`src/hdl/isr_pkg.sv`:
```
// isr_pkg: widths, register indexes, reset values and fixed-point constants
// shared by the inductor steering ratio modules; no dependencies
package isr_pkg;

  localparam int unsigned SAMPLE_W   = 8;
  localparam int unsigned SUM_W      = 11;
  localparam int unsigned LEVEL_W    = 15;
  localparam int unsigned RATIO_W    = 16;
  localparam int unsigned SPEED_W    = 16;
  localparam int unsigned GAIN_W     = 16;
  localparam int unsigned THR_W      = 9;
  localparam int unsigned LSPEED_W   = 8;
  localparam int unsigned CFG_IDX_W  = 2;
  localparam int unsigned CFG_DATA_W = 16;
  localparam int unsigned SIGN_W     = 2;
  localparam int unsigned NUM_LANES  = 5;

  localparam int unsigned ROUNDS_DEFAULT = 3;

  // level is sum * 256 / (2 * rounds), clamped
  localparam int unsigned LEVEL_SCALE_SH = 8;
  localparam logic [LEVEL_W-1:0] LEVEL_MIN = 15'd256;
  localparam logic [LEVEL_W-1:0] LEVEL_MAX = 15'd25600;

  localparam logic [CFG_IDX_W-1:0] REG_GAIN_OUTER  = 2'd0;
  localparam logic [CFG_IDX_W-1:0] REG_GAIN_MIDDLE = 2'd1;
  localparam logic [CFG_IDX_W-1:0] REG_EDGE_THR    = 2'd2;
  localparam logic [CFG_IDX_W-1:0] REG_LOST_SPEED  = 2'd3;

  localparam logic [GAIN_W-1:0]   GAIN_OUTER_RST  = 16'd256;
  localparam logic [GAIN_W-1:0]   GAIN_MIDDLE_RST = 16'd256;
  localparam logic [THR_W-1:0]    EDGE_THR_RST    = 9'd10;
  localparam logic [LSPEED_W-1:0] LOST_SPEED_RST  = 8'd130;

  localparam logic [SIGN_W-1:0] SIGN_NONE = 2'd0;
  localparam logic [SIGN_W-1:0] SIGN_POS  = 2'd1;
  localparam logic [SIGN_W-1:0] SIGN_NEG  = 2'd2;

  // ratio datapath
  localparam int unsigned PROD_W     = 33;
  localparam int unsigned DEN_PART_W = 32;
  localparam int unsigned NUM_W      = 34;
  localparam int unsigned DIV_DEN_W  = 33;
  localparam int unsigned RATIO_FRAC = 12;
  localparam int unsigned DIV_Q_W    = 13;
  localparam int unsigned DIV_NUM_W  = DIV_DEN_W + DIV_Q_W;
  localparam int unsigned DIV_CNT_W  = 4;

  // lost-line offset: round(4096 * (0.24 + 0.15 * q)) = round((24576 + 15360 q) / 25)
  localparam int unsigned SPD_REC_SHIFT = 23;
  localparam int unsigned SPD_REC_W     = 17;
  localparam logic [SPD_REC_W-1:0] SPD_REC = SPD_REC_W'((2**23 + 109) / 110);
  localparam int unsigned SPD_Q_W       = SPEED_W + SPD_REC_W - SPD_REC_SHIFT;
  localparam int unsigned OFS_M_W       = 23;
  localparam logic [OFS_M_W-1:0] OFS_BASE = 23'd24576;
  localparam logic [OFS_M_W-1:0] OFS_STEP = 23'd15360;
  localparam logic [OFS_M_W-1:0] OFS_RND  = 23'd12;
  localparam int unsigned OFS_REC_SHIFT = 28;
  localparam int unsigned OFS_REC_W     = 24;
  localparam logic [OFS_REC_W-1:0] OFS_REC = OFS_REC_W'((2**28 + 24) / 25);
  localparam int unsigned OFS_MAG_W     = 18;

  typedef struct packed {
    logic acc;
    logic mul;
    logic clamp;
  } lane_ctrl_t;

endpackage

```
`src/hdl/inductor_steering_ratio.sv`:
```
// inductor_steering_ratio: top level, five channel lanes, merge of the outer
// and middle pairs, divider and lost-line offset; depends on isr_pkg,
// isr_lane, isr_lost and isr_div
//
// Use: each request on the input channel (in_valid_i / in_ready_o) is one
// scan of five samples plus the left wheel speed. Every ROUNDS-th scan
// closes a round and yields one result request on the output channel
// (out_valid_o / out_ready_i); other scans yield nothing.
// A scan that does not close a round leaves the block ready, so such scans
// may arrive back to back. The closing scan is followed by the lane multiply
// and clamp states, the merge product and sum states, a set-up state, the
// one-bit-per-cycle divider and a commit state; the result is shown in the
// cycle after the commit, and the next scan is taken in that same cycle.
// The output register holds a result until it is taken; the next round's
// scans are still accepted meanwhile, and only the commit of a new result
// waits for the receiver.
// Reset clears the scan count, channel sums, last ratio sign and held ratio,
// and restores the register defaults. The user writes the registers through
// cfg_we_i / cfg_idx_i / cfg_data_i only while no round is in progress; the block does not enforce it.
module inductor_steering_ratio import isr_pkg::*; #(
  parameter int unsigned ROUNDS = ROUNDS_DEFAULT
) (
  input  logic                        clk_i,
  input  logic                        rst_ni,
  input  logic                        in_valid_i,
  output logic                        in_ready_o,
  input  logic [SAMPLE_W-1:0]         sample_ch0_i,
  input  logic [SAMPLE_W-1:0]         sample_ch1_i,
  input  logic [SAMPLE_W-1:0]         sample_ch2_i,
  input  logic [SAMPLE_W-1:0]         sample_ch3_i,
  input  logic [SAMPLE_W-1:0]         sample_ch4_i,
  input  logic signed [SPEED_W-1:0]   speed_left_i,
  output logic                        out_valid_o,
  input  logic                        out_ready_i,
  output logic [LEVEL_W-1:0]          level_ch0_o,
  output logic [LEVEL_W-1:0]          level_ch1_o,
  output logic [LEVEL_W-1:0]          level_ch2_o,
  output logic [LEVEL_W-1:0]          level_ch3_o,
  output logic [LEVEL_W-1:0]          level_ch4_o,
  output logic signed [RATIO_W-1:0]   steering_ratio_o,
  output logic                        line_lost_o,
  output logic                        speed_request_o,
  input  logic                        cfg_we_i,
  input  logic [CFG_IDX_W-1:0]        cfg_idx_i,
  input  logic [CFG_DATA_W-1:0]       cfg_data_i
);

  localparam int unsigned CntW = (ROUNDS > 1) ? $clog2(ROUNDS) : 1;
  localparam int unsigned TotW = LEVEL_W + 2;

  localparam logic [2:0] S_IDLE = 3'd0;
  localparam logic [2:0] S_LMUL = 3'd1;
  localparam logic [2:0] S_LCLP = 3'd2;
  localparam logic [2:0] S_PROD = 3'd3;
  localparam logic [2:0] S_SUM  = 3'd4;
  localparam logic [2:0] S_PREP = 3'd5;
  localparam logic [2:0] S_DIV  = 3'd6;
  localparam logic [2:0] S_DONE = 3'd7;

  logic [2:0]           state_q, state_d;
  logic [CntW-1:0]      cnt_q;
  logic                 in_accept;
  logic                 final_scan;
  logic                 commit;

  logic [GAIN_W-1:0]    gain_outer_q, gain_middle_q;
  logic [THR_W-1:0]     edge_thr_q;

  lane_ctrl_t                          lane_ctrl;
  logic [NUM_LANES-1:0][SAMPLE_W-1:0]  samples;
  logic [NUM_LANES-1:0][LEVEL_W-1:0]   levels;

  logic signed [RATIO_W-1:0]  d04, d13;
  logic [RATIO_W-1:0]         s04, s13;
  logic [TotW-1:0]            total;
  logic signed [PROD_W-1:0]   numo_q, numm_q;
  logic [DEN_PART_W-1:0]      deno_q, denm_q;
  logic                       lost_q;
  logic signed [NUM_W-1:0]    num_q;
  logic [DIV_DEN_W-1:0]       den_q;
  logic [NUM_W-1:0]           num_neg;
  logic [DIV_DEN_W-1:0]       num_abs;
  logic [DIV_NUM_W-1:0]       dividend;

  logic                       div_start, div_done;
  logic [DIV_Q_W-1:0]         div_quot;
  logic [OFS_MAG_W-1:0]       ofs_mag;
  logic                       ofs_neg;

  logic [SIGN_W-1:0]          sign_q, sign_d;
  logic signed [RATIO_W-1:0]  held_q;
  logic signed [RATIO_W-1:0]  ratio_d;
  logic                       req_d;
  logic                       out_neg;

  logic                       out_valid_q;
  logic [NUM_LANES-1:0][LEVEL_W-1:0] out_level_q;
  logic signed [RATIO_W-1:0]  out_ratio_q;
  logic                       out_lost_q, out_req_q;

  assign in_ready_o = (state_q == S_IDLE);
  assign in_accept  = in_valid_i && in_ready_o;
  assign final_scan = (cnt_q == CntW'(ROUNDS - 1));
  assign commit     = (state_q == S_DONE) && (!out_valid_q || out_ready_i);

  // registers
  always_ff @(posedge clk_i or negedge rst_ni) begin
    if (!rst_ni) begin
      gain_outer_q  <= GAIN_OUTER_RST;
      gain_middle_q <= GAIN_MIDDLE_RST;
      edge_thr_q    <= EDGE_THR_RST;
    end else if (cfg_we_i) begin
      case (cfg_idx_i)
        REG_GAIN_OUTER:  gain_outer_q  <= cfg_data_i[GAIN_W-1:0];
        REG_GAIN_MIDDLE: gain_middle_q <= cfg_data_i[GAIN_W-1:0];
        REG_EDGE_THR:    edge_thr_q    <= cfg_data_i[THR_W-1:0];
        // lost-line speed is applied outside the block
        REG_LOST_SPEED:  ;
        default: ;
      endcase
    end
  end

  // sequencer
  always_comb begin
    state_d = state_q;
    case (state_q)
      S_IDLE: if (in_accept && final_scan) state_d = S_LMUL;
      S_LMUL: state_d = S_LCLP;
      S_LCLP: state_d = S_PROD;
      S_PROD: state_d = S_SUM;
      S_SUM:  state_d = S_PREP;
      S_PREP: state_d = S_DIV;
      S_DIV:  if (div_done) state_d = S_DONE;
      S_DONE: if (commit) state_d = S_IDLE;
      default: state_d = S_IDLE;
    endcase
  end

  always_ff @(posedge clk_i or negedge rst_ni) begin
    if (!rst_ni) begin
      state_q <= S_IDLE;
      cnt_q   <= '0;
    end else begin
      state_q <= state_d;
      if (in_accept) begin
        cnt_q <= final_scan ? '0 : cnt_q + 1'b1;
      end
    end
  end

  // lanes
  assign lane_ctrl.acc   = in_accept;
  assign lane_ctrl.mul   = (state_q == S_LMUL);
  assign lane_ctrl.clamp = (state_q == S_LCLP);
  assign samples = {sample_ch4_i, sample_ch3_i, sample_ch2_i, sample_ch1_i, sample_ch0_i};

  for (genvar i = 0; i < NUM_LANES; i++) begin : g_lane
    isr_lane #(
      .ROUNDS (ROUNDS)
    ) u_lane (
      .clk_i    (clk_i),
      .rst_ni   (rst_ni),
      .ctrl_i   (lane_ctrl),
      .sample_i (samples[i]),
      .level_o  (levels[i])
    );
  end

  // merge of outer and middle pairs
  assign d04   = $signed({1'b0, levels[0]}) - $signed({1'b0, levels[4]});
  assign d13   = $signed({1'b0, levels[1]}) - $signed({1'b0, levels[3]});
  assign s04   = RATIO_W'(levels[0]) + RATIO_W'(levels[4]);
  assign s13   = RATIO_W'(levels[1]) + RATIO_W'(levels[3]);
  assign total = TotW'(s04) + TotW'(s13);

  always_ff @(posedge clk_i) begin
    if (state_q == S_PROD) begin
      numo_q <= PROD_W'($signed({1'b0, gain_outer_q})) * PROD_W'(d04);
      numm_q <= PROD_W'($signed({1'b0, gain_middle_q})) * PROD_W'(d13);
      deno_q <= DEN_PART_W'(gain_outer_q) * DEN_PART_W'(s04);
      denm_q <= DEN_PART_W'(gain_middle_q) * DEN_PART_W'(s13);
      lost_q <= total <= {edge_thr_q, {LEVEL_SCALE_SH{1'b0}}};
    end
    if (state_q == S_SUM) begin
      num_q <= NUM_W'(numo_q) + NUM_W'(numm_q);
      den_q <= DIV_DEN_W'(deno_q) + DIV_DEN_W'(denm_q);
    end
  end

  // |num| <= den, so the rounded quotient stays within 4096
  assign num_neg   = NUM_W'(0) - NUM_W'(num_q);
  assign num_abs   = num_q[NUM_W-1] ? num_neg[DIV_DEN_W-1:0] : num_q[DIV_DEN_W-1:0];
  assign dividend  = {num_abs, {RATIO_FRAC{1'b0}}} + DIV_NUM_W'(den_q >> 1);
  assign div_start = (state_q == S_PREP);

  isr_div u_div (
    .clk_i      (clk_i),
    .rst_ni     (rst_ni),
    .start_i    (div_start),
    .dividend_i (dividend),
    .divisor_i  (den_q),
    .done_o     (div_done),
    .quot_o     (div_quot)
  );

  isr_lost u_lost (
    .clk_i   (clk_i),
    .rst_ni  (rst_ni),
    .start_i (in_accept),
    .speed_i (speed_left_i),
    .mag_o   (ofs_mag),
    .neg_o   (ofs_neg)
  );

  // final ratio selection
  assign out_neg = ofs_neg ^ (sign_q == SIGN_NEG);

  always_comb begin
    ratio_d = held_q;
    sign_d  = sign_q;
    req_d   = 1'b0;
    if (!lost_q) begin
      if (den_q == '0) begin
        ratio_d = '0;
        sign_d  = SIGN_NONE;
      end else begin
        ratio_d = num_q[NUM_W-1] ? -$signed(RATIO_W'(div_quot)) : $signed(RATIO_W'(div_quot));
        if (num_q == '0) begin
          sign_d = SIGN_NONE;
        end else if (num_q[NUM_W-1]) begin
          sign_d = SIGN_NEG;
        end else begin
          sign_d = SIGN_POS;
        end
      end
    end else if (sign_q == SIGN_POS || sign_q == SIGN_NEG) begin
      req_d = 1'b1;
      if (!out_neg) begin
        ratio_d = (ofs_mag > OFS_MAG_W'(32767)) ? 16'sh7FFF : $signed(ofs_mag[RATIO_W-1:0]);
      end else begin
        ratio_d = (ofs_mag > OFS_MAG_W'(32768)) ? 16'sh8000
                                                : $signed(RATIO_W'(0) - ofs_mag[RATIO_W-1:0]);
      end
    end
  end

  always_ff @(posedge clk_i or negedge rst_ni) begin
    if (!rst_ni) begin
      sign_q      <= SIGN_NONE;
      held_q      <= '0;
      out_valid_q <= 1'b0;
    end else begin
      if (commit) begin
        sign_q      <= sign_d;
        held_q      <= ratio_d;
        out_valid_q <= 1'b1;
      end else if (out_ready_i) begin
        out_valid_q <= 1'b0;
      end
    end
  end

  always_ff @(posedge clk_i) begin
    if (commit) begin
      out_level_q <= levels;
      out_ratio_q <= ratio_d;
      out_lost_q  <= lost_q;
      out_req_q   <= req_d;
    end
  end

  assign out_valid_o      = out_valid_q;
  assign level_ch0_o      = out_level_q[0];
  assign level_ch1_o      = out_level_q[1];
  assign level_ch2_o      = out_level_q[2];
  assign level_ch3_o      = out_level_q[3];
  assign level_ch4_o      = out_level_q[4];
  assign steering_ratio_o = out_ratio_q;
  assign line_lost_o      = out_lost_q;
  assign speed_request_o  = out_req_q;

  a_div_in_div_state : assert property (@(posedge clk_i) disable iff (!rst_ni)
    div_done |-> state_q == S_DIV)
    else $error("divider finished outside the divide state");

  a_commit_shows : assert property (@(posedge clk_i) disable iff (!rst_ni)
    commit |=> out_valid_o && state_q == S_IDLE)
    else $error("committed result not shown");

  a_req_needs_lost : assert property (@(posedge clk_i) disable iff (!rst_ni)
    out_valid_o && speed_request_o |-> line_lost_o)
    else $error("speed request without lost line");

  a_hold_no_sign : assert property (@(posedge clk_i) disable iff (!rst_ni)
    commit && lost_q && !(sign_q == SIGN_POS || sign_q == SIGN_NEG)
    |=> steering_ratio_o == $past(held_q))
    else $error("lost line without sign did not hold ratio");

  a_partial_scan : assert property (@(posedge clk_i) disable iff (!rst_ni)
    in_accept && !final_scan |=> state_q == S_IDLE)
    else $error("partial scan started processing");

endmodule

```
`src/hdl/isr_lane.sv`:
```
// isr_lane: one channel lane, accumulates samples over a round and turns the
// sum into a clamped Q7.8 level; depends on isr_pkg
module isr_lane import isr_pkg::*; #(
  parameter int unsigned ROUNDS = ROUNDS_DEFAULT
) (
  input  logic                clk_i,
  input  logic                rst_ni,
  input  lane_ctrl_t          ctrl_i,
  input  logic [SAMPLE_W-1:0] sample_i,
  output logic [LEVEL_W-1:0]  level_o
);

  localparam int unsigned XW       = SUM_W + LEVEL_SCALE_SH;
  localparam int unsigned Div      = 2 * ROUNDS;
  localparam int unsigned RecShift = XW + $clog2(Div);
  localparam int unsigned MW       = XW + 1;
  localparam int unsigned PW       = XW + MW;
  localparam logic [MW-1:0] Rec =
    MW'(((64'd1 << RecShift) + 64'(Div) - 64'd1) / 64'(Div));
  localparam logic [XW-1:0] Bias = XW'(ROUNDS);

  logic [SUM_W-1:0]   sum_q;
  logic [PW-1:0]      prod_q;
  logic [LEVEL_W-1:0] level_q;
  logic [XW-1:0]      x;
  logic [PW-1:0]      quot;

  assign x    = {sum_q, {LEVEL_SCALE_SH{1'b0}}} + Bias;
  assign quot = prod_q >> RecShift;

  always_ff @(posedge clk_i or negedge rst_ni) begin
    if (!rst_ni) begin
      sum_q <= '0;
    end else if (ctrl_i.acc) begin
      sum_q <= sum_q + SUM_W'(sample_i);
    end else if (ctrl_i.mul) begin
      sum_q <= '0;
    end
  end

  // reciprocal multiply, exact for every sum
  always_ff @(posedge clk_i) begin
    if (ctrl_i.mul) begin
      prod_q <= PW'(x) * PW'(Rec);
    end
    if (ctrl_i.clamp) begin
      if (quot < PW'(LEVEL_MIN)) begin
        level_q <= LEVEL_MIN;
      end else if (quot > PW'(LEVEL_MAX)) begin
        level_q <= LEVEL_MAX;
      end else begin
        level_q <= quot[LEVEL_W-1:0];
      end
    end
  end

  assign level_o = level_q;

endmodule

```
`src/hdl/isr_lost.sv`:
```
// isr_lost: lost-line steering offset magnitude and sign from wheel speed,
// four-stage pipeline of reciprocal multiplies; depends on isr_pkg
module isr_lost import isr_pkg::*; (
  input  logic                       clk_i,
  input  logic                       rst_ni,
  input  logic                       start_i,
  input  logic signed [SPEED_W-1:0]  speed_i,
  output logic [OFS_MAG_W-1:0]       mag_o,
  output logic                       neg_o
);

  localparam int unsigned P1W = SPEED_W + SPD_REC_W;
  localparam int unsigned P2W = OFS_M_W + OFS_REC_W;

  logic signed [SPEED_W-1:0] speed_q;
  logic [SPEED_W-1:0]        spd_mag;
  logic [P1W-1:0]            prod1_q;
  logic                      neg1_q;
  logic [SPD_Q_W-1:0]        qmag;
  logic [OFS_M_W-1:0]        step;
  logic [OFS_M_W-1:0]        mmag_d, mmag_q;
  logic                      mneg_d, mneg_q;
  logic [P2W-1:0]            prod2_q;
  logic                      neg3_q;
  logic [OFS_MAG_W-1:0]      mag_q;
  logic                      neg_q;

  assign spd_mag = speed_q[SPEED_W-1] ? (SPEED_W'(0) - SPEED_W'(speed_q)) : SPEED_W'(speed_q);
  assign qmag    = prod1_q[SPD_REC_SHIFT +: SPD_Q_W];
  assign step    = OFS_M_W'(qmag) * OFS_STEP;

  // m = 24576 + 15360 q, kept as sign and magnitude
  always_comb begin
    if (!neg1_q) begin
      mmag_d = OFS_BASE + step;
      mneg_d = 1'b0;
    end else if (step > OFS_BASE) begin
      mmag_d = step - OFS_BASE;
      mneg_d = 1'b1;
    end else begin
      mmag_d = OFS_BASE - step;
      mneg_d = 1'b0;
    end
  end

  always_ff @(posedge clk_i or negedge rst_ni) begin
    if (!rst_ni) begin
      speed_q <= '0;
    end else if (start_i) begin
      speed_q <= speed_i;
    end
  end

  always_ff @(posedge clk_i) begin
    prod1_q <= P1W'(spd_mag) * P1W'(SPD_REC);
    neg1_q  <= speed_q[SPEED_W-1];
    mmag_q  <= mmag_d;
    mneg_q  <= mneg_d;
    prod2_q <= P2W'(mmag_q + OFS_RND) * P2W'(OFS_REC);
    neg3_q  <= mneg_q;
    mag_q   <= prod2_q[OFS_REC_SHIFT +: OFS_MAG_W];
    neg_q   <= neg3_q;
  end

  assign mag_o = mag_q;
  assign neg_o = neg_q;

endmodule

```
`src/hdl/isr_div.sv`:
```
// isr_div: restoring divider, one quotient bit per cycle, quotient known to
// fit DIV_Q_W bits; depends on isr_pkg
module isr_div import isr_pkg::*; (
  input  logic                 clk_i,
  input  logic                 rst_ni,
  input  logic                 start_i,
  input  logic [DIV_NUM_W-1:0] dividend_i,
  input  logic [DIV_DEN_W-1:0] divisor_i,
  output logic                 done_o,
  output logic [DIV_Q_W-1:0]   quot_o
);

  logic                   busy_q;
  logic [DIV_CNT_W-1:0]   cnt_q;
  logic [DIV_DEN_W-1:0]   den_q;
  logic [DIV_DEN_W-1:0]   rem_q;
  logic [DIV_Q_W-1:0]     lo_q;
  logic [DIV_DEN_W:0]     trial;
  logic                   take;
  logic [DIV_DEN_W:0]     rem_next;

  assign trial    = {rem_q, lo_q[DIV_Q_W-1]};
  assign take     = trial >= {1'b0, den_q};
  assign rem_next = take ? (trial - {1'b0, den_q}) : trial;
  assign done_o   = busy_q && (cnt_q == DIV_CNT_W'(DIV_Q_W - 1));

  always_ff @(posedge clk_i or negedge rst_ni) begin
    if (!rst_ni) begin
      busy_q <= 1'b0;
      cnt_q  <= '0;
    end else if (start_i) begin
      busy_q <= 1'b1;
      cnt_q  <= '0;
    end else if (done_o) begin
      busy_q <= 1'b0;
    end else if (busy_q) begin
      cnt_q <= cnt_q + 1'b1;
    end
  end

  // low dividend bits shift out while quotient bits shift in
  always_ff @(posedge clk_i) begin
    if (start_i) begin
      den_q <= divisor_i;
      rem_q <= dividend_i[DIV_NUM_W-1:DIV_Q_W];
      lo_q  <= dividend_i[DIV_Q_W-1:0];
    end else if (busy_q) begin
      rem_q <= rem_next[DIV_DEN_W-1:0];
      lo_q  <= {lo_q[DIV_Q_W-2:0], take};
    end
  end

  assign quot_o = lo_q;

endmodule

```
`config.mk`:
```
export PLATFORM = sky130hd
export DESIGN_NAME = inductor_steering_ratio
export DESIGN_NICKNAME = d
export VERILOG_FILES = /design/src/hdl/isr_pkg.sv /design/src/hdl/inductor_steering_ratio.sv /design/src/hdl/isr_lane.sv /design/src/hdl/isr_lost.sv /design/src/hdl/isr_div.sv
export SDC_FILE = /design/constraint.sdc
export NUM_CORES = 2
export LEC_CHECK = 0
export BUFFER_PORTS_ARGS = -buffer_cell sky130_fd_sc_hd__buf_2
export CAP_MARGIN = 20
export CORE_MARGIN = 2
export CORE_UTILIZATION = 45
export CTS_CLUSTER_DIAMETER = 30
export CTS_CLUSTER_SIZE = 16
export DETAILED_ROUTE_END_ITERATION = 7
export PLACE_DENSITY = 0.58
export SETUP_SLACK_MARGIN = 0.1
export SYNTH_ARGS = -nofsm -noshare
export SYNTH_HDL_FRONTEND = slang
export SYNTH_SLANG_ARGS = --single-unit
export TNS_END_PERCENT = 5
```
`constraint.sdc`:
```
create_clock -name clk_i -period 9.55 [get_ports clk_i]
set_input_delay 1.91 -clock clk_i [delete_from_list [all_inputs] [get_ports clk_i]]
set_output_delay 1.91 -clock clk_i [all_outputs]
set_load 0.01 [all_outputs]
```
Word level (Yosys, flattened, before mapping)
Cells that the tools add are included.
{"block": "word_totals", "ff_bits": 905, "out_inout_bits": 95, "inputBits": 79, "elab_cells": 202}
{"block": "op_classes", "bitwise_logic": 2, "magnitude_cmp": 15, "n_addsub": 29, "n_eq_ne": 17, "muxes": 44, "reduce_logical": 26, "mul": 12}
{"op": "$mul 19x20->39 const B", "n": 5}
{"op": "$mux 33", "n": 4}
{"op": "$mux 16", "n": 8}
{"op": "$add 19x2->19 const B", "n": 5}
{"op": "$gt 17x15->1 const B", "n": 5}
{"op": "$lt 17x9->1 const B", "n": 5}
{"op": "$mux 15", "n": 5}
{"op": "$mul 17x16->33", "n": 2}
{"op": "$mux 11", "n": 6}
{"op": "$mul 16x16->32", "n": 2}
{"op": "$add 11x8->11", "n": 5}
{"op": "$add 45x32->46", "n": 1}
{"op": "$mul 24x24->46 const B", "n": 1}
{"op": "$mux 23", "n": 2}
{"op": "$add 33x33->34", "n": 1}
{"op": "$ge 34x33->1", "n": 1}
{"op": "$logic_not 34->1", "n": 1}
{"op": "$add 32x32->33", "n": 1}
{"op": "$logic_not 33->1", "n": 1}
{"op": "$mul 16x17->33 const B", "n": 1}
{"op": "$sub 1x33->33 const A", "n": 1}
{"op": "$sub 33x33->33", "n": 1}
{"op": "$add 15x15->16", "n": 2}
{"op": "$sub 1x16->16 const A", "n": 2}
{"op": "other kinds (39)", "n": 77}

Longest topological paths before layout
{"block": "logic_depth", "word_depth": 5, "depth_mapped": 38, "mapped_depth_nobuf": 37}

Hierarchy
From an unflattened synthesis, not the netlist that was laid out.
{"block": "unflattened", "hier_cells": 10457, "hier_area_um2": 101702.5}
{"mod": "inductor_steering_ratio", "cells_each": 5821, "n_inst": 1, "area_each_um2": 54906.4, "seq_area_each_um2": 10279.9}
{"mod": "isr_lane", "cells_each": 554, "n_inst": 5, "area_each_um2": 5501.5, "seq_area_each_um2": 1236.2}
{"mod": "isr_lost", "cells_each": 1307, "n_inst": 1, "area_each_um2": 13794.5, "seq_area_each_um2": 1661.6}
{"mod": "isr_div", "cells_each": 559, "n_inst": 1, "area_each_um2": 5494.0, "seq_area_each_um2": 2497.4}

Least setup slack after synthesis
No wires, ideal clock.
{"block": "synth_path", "path_type": "reg2reg", "from": "register g_lane[1].u_lane.level_q[2]", "to": "register denm_q[31] (data pin)", "arrival_ns": 8.326, "setup_time_ns": 0.259, "setup_slack_ns": 0.965, "path_buffers": 1, "path_stages_with_launch": 34, "period_less_slack_ns": 8.585, "t_required_ns": 9.291, "path_cell_list": "edfxtp_1 -> ha_1 -> nand2b_1 -> a21oi_1 -> o21ai_0 -> a21oi_1 -> nor2_1 -> o21bai_1 -> a21oi_1 -> o311ai_0 -> nand2_1 -> xnor2_1 -> clkbuf_1 -> nand2_1 -> fa_1 -> inv_1 -> fa_1 -> fa_1 -> fa_1 -> fa_1 -> inv_1 -> fa_1 -> inv_1 -> ha_1 -> a21o_1 -> a21oi_1 -> o21ai_0 -> a221oi_1 -> o211ai_1 -> o31ai_1 -> a21oi_1 -> a2111oi_0 -> a21oi_1 -> xnor2_1"}
{"block": "synth_via", "elab_chain_cells": 2}
{"element": "start: declaration", "line_no": "isr_lane.sv:24", "rtl": "logic [LEVEL_W-1:0] level_q;"}
{"element": "start signal: assignment", "line_no": "isr_lane.sv:52", "rtl": "level_q <= quot[LEVEL_W-1:0];"}
{"element": "$add 15x15->16", "line_no": "inductor_steering_ratio.sv:174", "rtl": "assign s13 = RATIO_W'(levels[1]) + RATIO_W'(levels[3]);"}
{"element": "$mul 16x16->32", "line_no": "inductor_steering_ratio.sv:182", "rtl": "denm_q <= DEN_PART_W'(gain_middle_q) * DEN_PART_W'(s13);"}
{"element": "end signal: assignment", "line_no": "inductor_steering_ratio.sv:182"}
{"element": "end: declaration", "line_no": "inductor_steering_ratio.sv:77", "rtl": "logic [DEN_PART_W-1:0] deno_q, denm_q;"}
No other way between the ends.
A chain may end at the register's enable or synchronous reset.

Final worst setup path
Ends and elaborated chain as after synthesis.

==> impl_metrics.yaml <==
cts:
  htree_levels: 4
  clock-sinks: 731
  postCtsSetupRepairBufs: 0
  clock_latency_ps: 850
  cts-root-to-sink-buffers: 3
  cts_tree: "yes"
  clk_pin_slew_ps: 50
  cts_root_buf: "clkbuf_16"
  cts_made_buffers: 183
critical_path:
  critPathKind: "register to register"
  timing.critical_path.depth: 32
  critPathMostFrequentCell: "fa_1"
  cp_top_family: "adder cells"
  required_ps: 10080
  end_kind: "register"
  worstSetupStartpoint: "g_lane[1].u_lane.level_o[2]$_SDFFCE_PP0P_"
  crit_arrival_ps: 9550
  r2r_end: "denm_q[31]$_DFFE_PN_"
  r2r_cells: 32
  cp_slowest_cell: "fa_1"
  r2r_setup_slack_ps: 530
  slowest_delay_ps: 560
  cp-endpoint: "denm_q[31]$_DFFE_PN_"
  path_buf_inv: 4
  startpoint_type: "register"
  reg2reg_from: "g_lane[1].u_lane.level_o[2]$_SDFFCE_PP0P_"
  crit_fanout: 12
placed_design:
  gp_congestion: 0.904
  dp_hpwl_um: 204000
  portBuffers: 173
synthesis:
  ys_seq_area_share_pct: 21.1
  async_reset_ff_share_pct: 19.3
  synth_top_area_share_pct: 25.5
  syn_area_um2: 97500
  synth_area_leader_cell: "fa_1"
  synth_top_flop_cell: "edfxtp_1"
  synth.avg_cell_area_um2: 10.0
  synth-warning-count: 0
  syn_inst: 9749
  ys_ff_latch: 731
  synth-edff-count: 527
  synthTopCellsByArea: "fa_1 26%, ha_1 19%, edfxtp_1 16%"
  synth_cell_types: 91
  syn_nets: 12590
sta:
  clock_skew_ps: 79.4
  period_minus_slack_ps: 9020
  drv_slew: 0
  max-slew-margin-rel_pct: 26.6
  period_share_pct: 94.4
  max_freq_ghz: 0.111
  setup_viol: 0
  grt_setup_unrepaired: "yes"
  finalHoldViolations: 0
  tightestPinTransition_ps: 1100
global_routing:
  grt_max_degree: 82
  antenna_found_initial: 13
  grt_pass1_vias: 73260
  grt_pass1_wl_um: 405000
  grt_overflow: 0
  grtUsageTotal_pct: 23.3
floorplan:
  die_h_um: 469
  die_x_um: 469
  fp.dieArea_um2: 220000
  design.core.area_um2: 215000
  ioPinCount: 174
  start_util_pct: 45.3
  row_count: 170
detailed_routing:
  dr.pass1.iters: 6
  drt_iter0_drc: 3893
  drtAntennaViolNets: 0
  routedWlPerCell_um: 19.3
  vias: 68857
  routed_via_density: 5.29
  drc: 0
  routed_wl_um: 251000
cells_and_area:
  final_nets: 12851
  layout_common_cells: "1728 x inv_1, 1519 x ha_1, 1243 x fa_1"
  area_delta_synth_final_pct: 11.9
  layout_commonest_cell: "inv_1"
  fin_util_pct: 50.7
  drive_gt1_share_pct: 8.11
flow_run:
  maxCapViolCount: 0
outcome:
  status: "complete, no violations"
min_path:
  hold_class: "register to register"
## per-stage QoR
step                      instances  cell area (um2)  worst slack [ps]  hold slack [ps]  TNS (ps)
final                         13012           109000               531              301         0
after global routing          13011           109000             -59.3              315     -87.6
after CTS                     13007           109000               226              292         0
after detailed placement      12661           102000              12.0              312         0
after global placement        12659           102000               251              312         0
after floorplan                9749            97500               965              310         0
## flip-flops by register name, indices dropped and copies added, names as in the netlist, 18 cells and up
register	cells
num_q	34
deno_q	31
g_lane.u_lane.prod_q	85
denm_q	31
den_q	32
u_lost.mag_o	18
g_lane.u_lane.level_o	75
g_lane.u_lane.sum_q	55
u_div.rem_q	33
numm_q	33
numo_q	33
u_div.den_q	33
u_lost.prod2_q	18
## worst reg2reg max path: cells and delay by family (launching register included)
kind / cells / cell delay [ps]
flops: 1 / 420
compound gates: 14 / 3140
buf+inv: 4 / 420
simple gates: 4 / 600
fa+ha+maj: 8 / 3710
xor+xnor: 2 / 430
## layout make-up
cell class | instances | area, um2
tap | 2838 | 3550
timing repair buffer | 314 | 1980
antenna | 3 | 7.51
fill | 19380 | 106000
clock buffer | 206 | 4770
inverter | 1733 | 6510
sequential | 731 | 20600
multi-input combinational | 7047 | 69900
clock inverter | 140 | 1830
## cells by family after synthesis
family | after synthesis | synth area share [%]
AOI/OAI and AO/OA | 1379 | 9.14
xor gates and xnor gates | 483 | 4.34
adders and majority gates | 2762 | 45.0
buffers and inverters | 1971 | 7.63
DFF | 731 | 21.1
muxes | 75 | 0.847
and+or+nand+nor | 2348 | 11.9
## metal layers
metal  global-route usage [%]  vias to the layer above  wire length (um)
li1                         -                    32667                 -
met1                     30.8                    34265            110000
met2                     39.1                     1516            120000
met3                     3.40                      405             12600
met4                     7.83                        4              8470
met5                        0                        -                33
## synthesized netlist by cell type (150+ instances only)
cell type  instances
o21ai_0          319
clkbuf_1         224
ha_1            1519
and2_1           462
a21o_1           202
a21oi_1          357
fa_1            1243
nor2_1           322
edfxtp_1         527
inv_1           1730
xor2_1           150
xnor2_1          333
nand2_1          882
## worst min-delay path by stage
stage	start	to	slack, ps	cells after the start
after floorplan	u_lost.prod2_q[28]$_DFF_P_	u_lost.mag_o[0]$_DFF_P_	310	0
after global placement	u_lost.prod2_q[37]$_DFF_P_	u_lost.mag_o[9]$_DFF_P_	310	0
after detailed placement	u_lost.prod2_q[41]$_DFF_P_	u_lost.mag_o[13]$_DFF_P_	310	0
after CTS	u_lost.prod2_q[33]$_DFF_P_	u_lost.mag_o[5]$_DFF_P_	290	0
after global routing	u_lost.prod2_q[35]$_DFF_P_	u_lost.mag_o[7]$_DFF_P_	320	0
final	u_lost.prod2_q[33]$_DFF_P_	u_lost.mag_o[5]$_DFF_P_	300	0
## timing repair
item / 4_1_cts / 5_1_grt
endpoints found under the setup margin: 1 / 24
hold buffers: 0 / 0
resized for setup: 2 / 29
pin swaps: 0 / 1
Power is not shown: default switching activity piles up to over one toggle a cycle in this logic, so the estimate is an artifact.
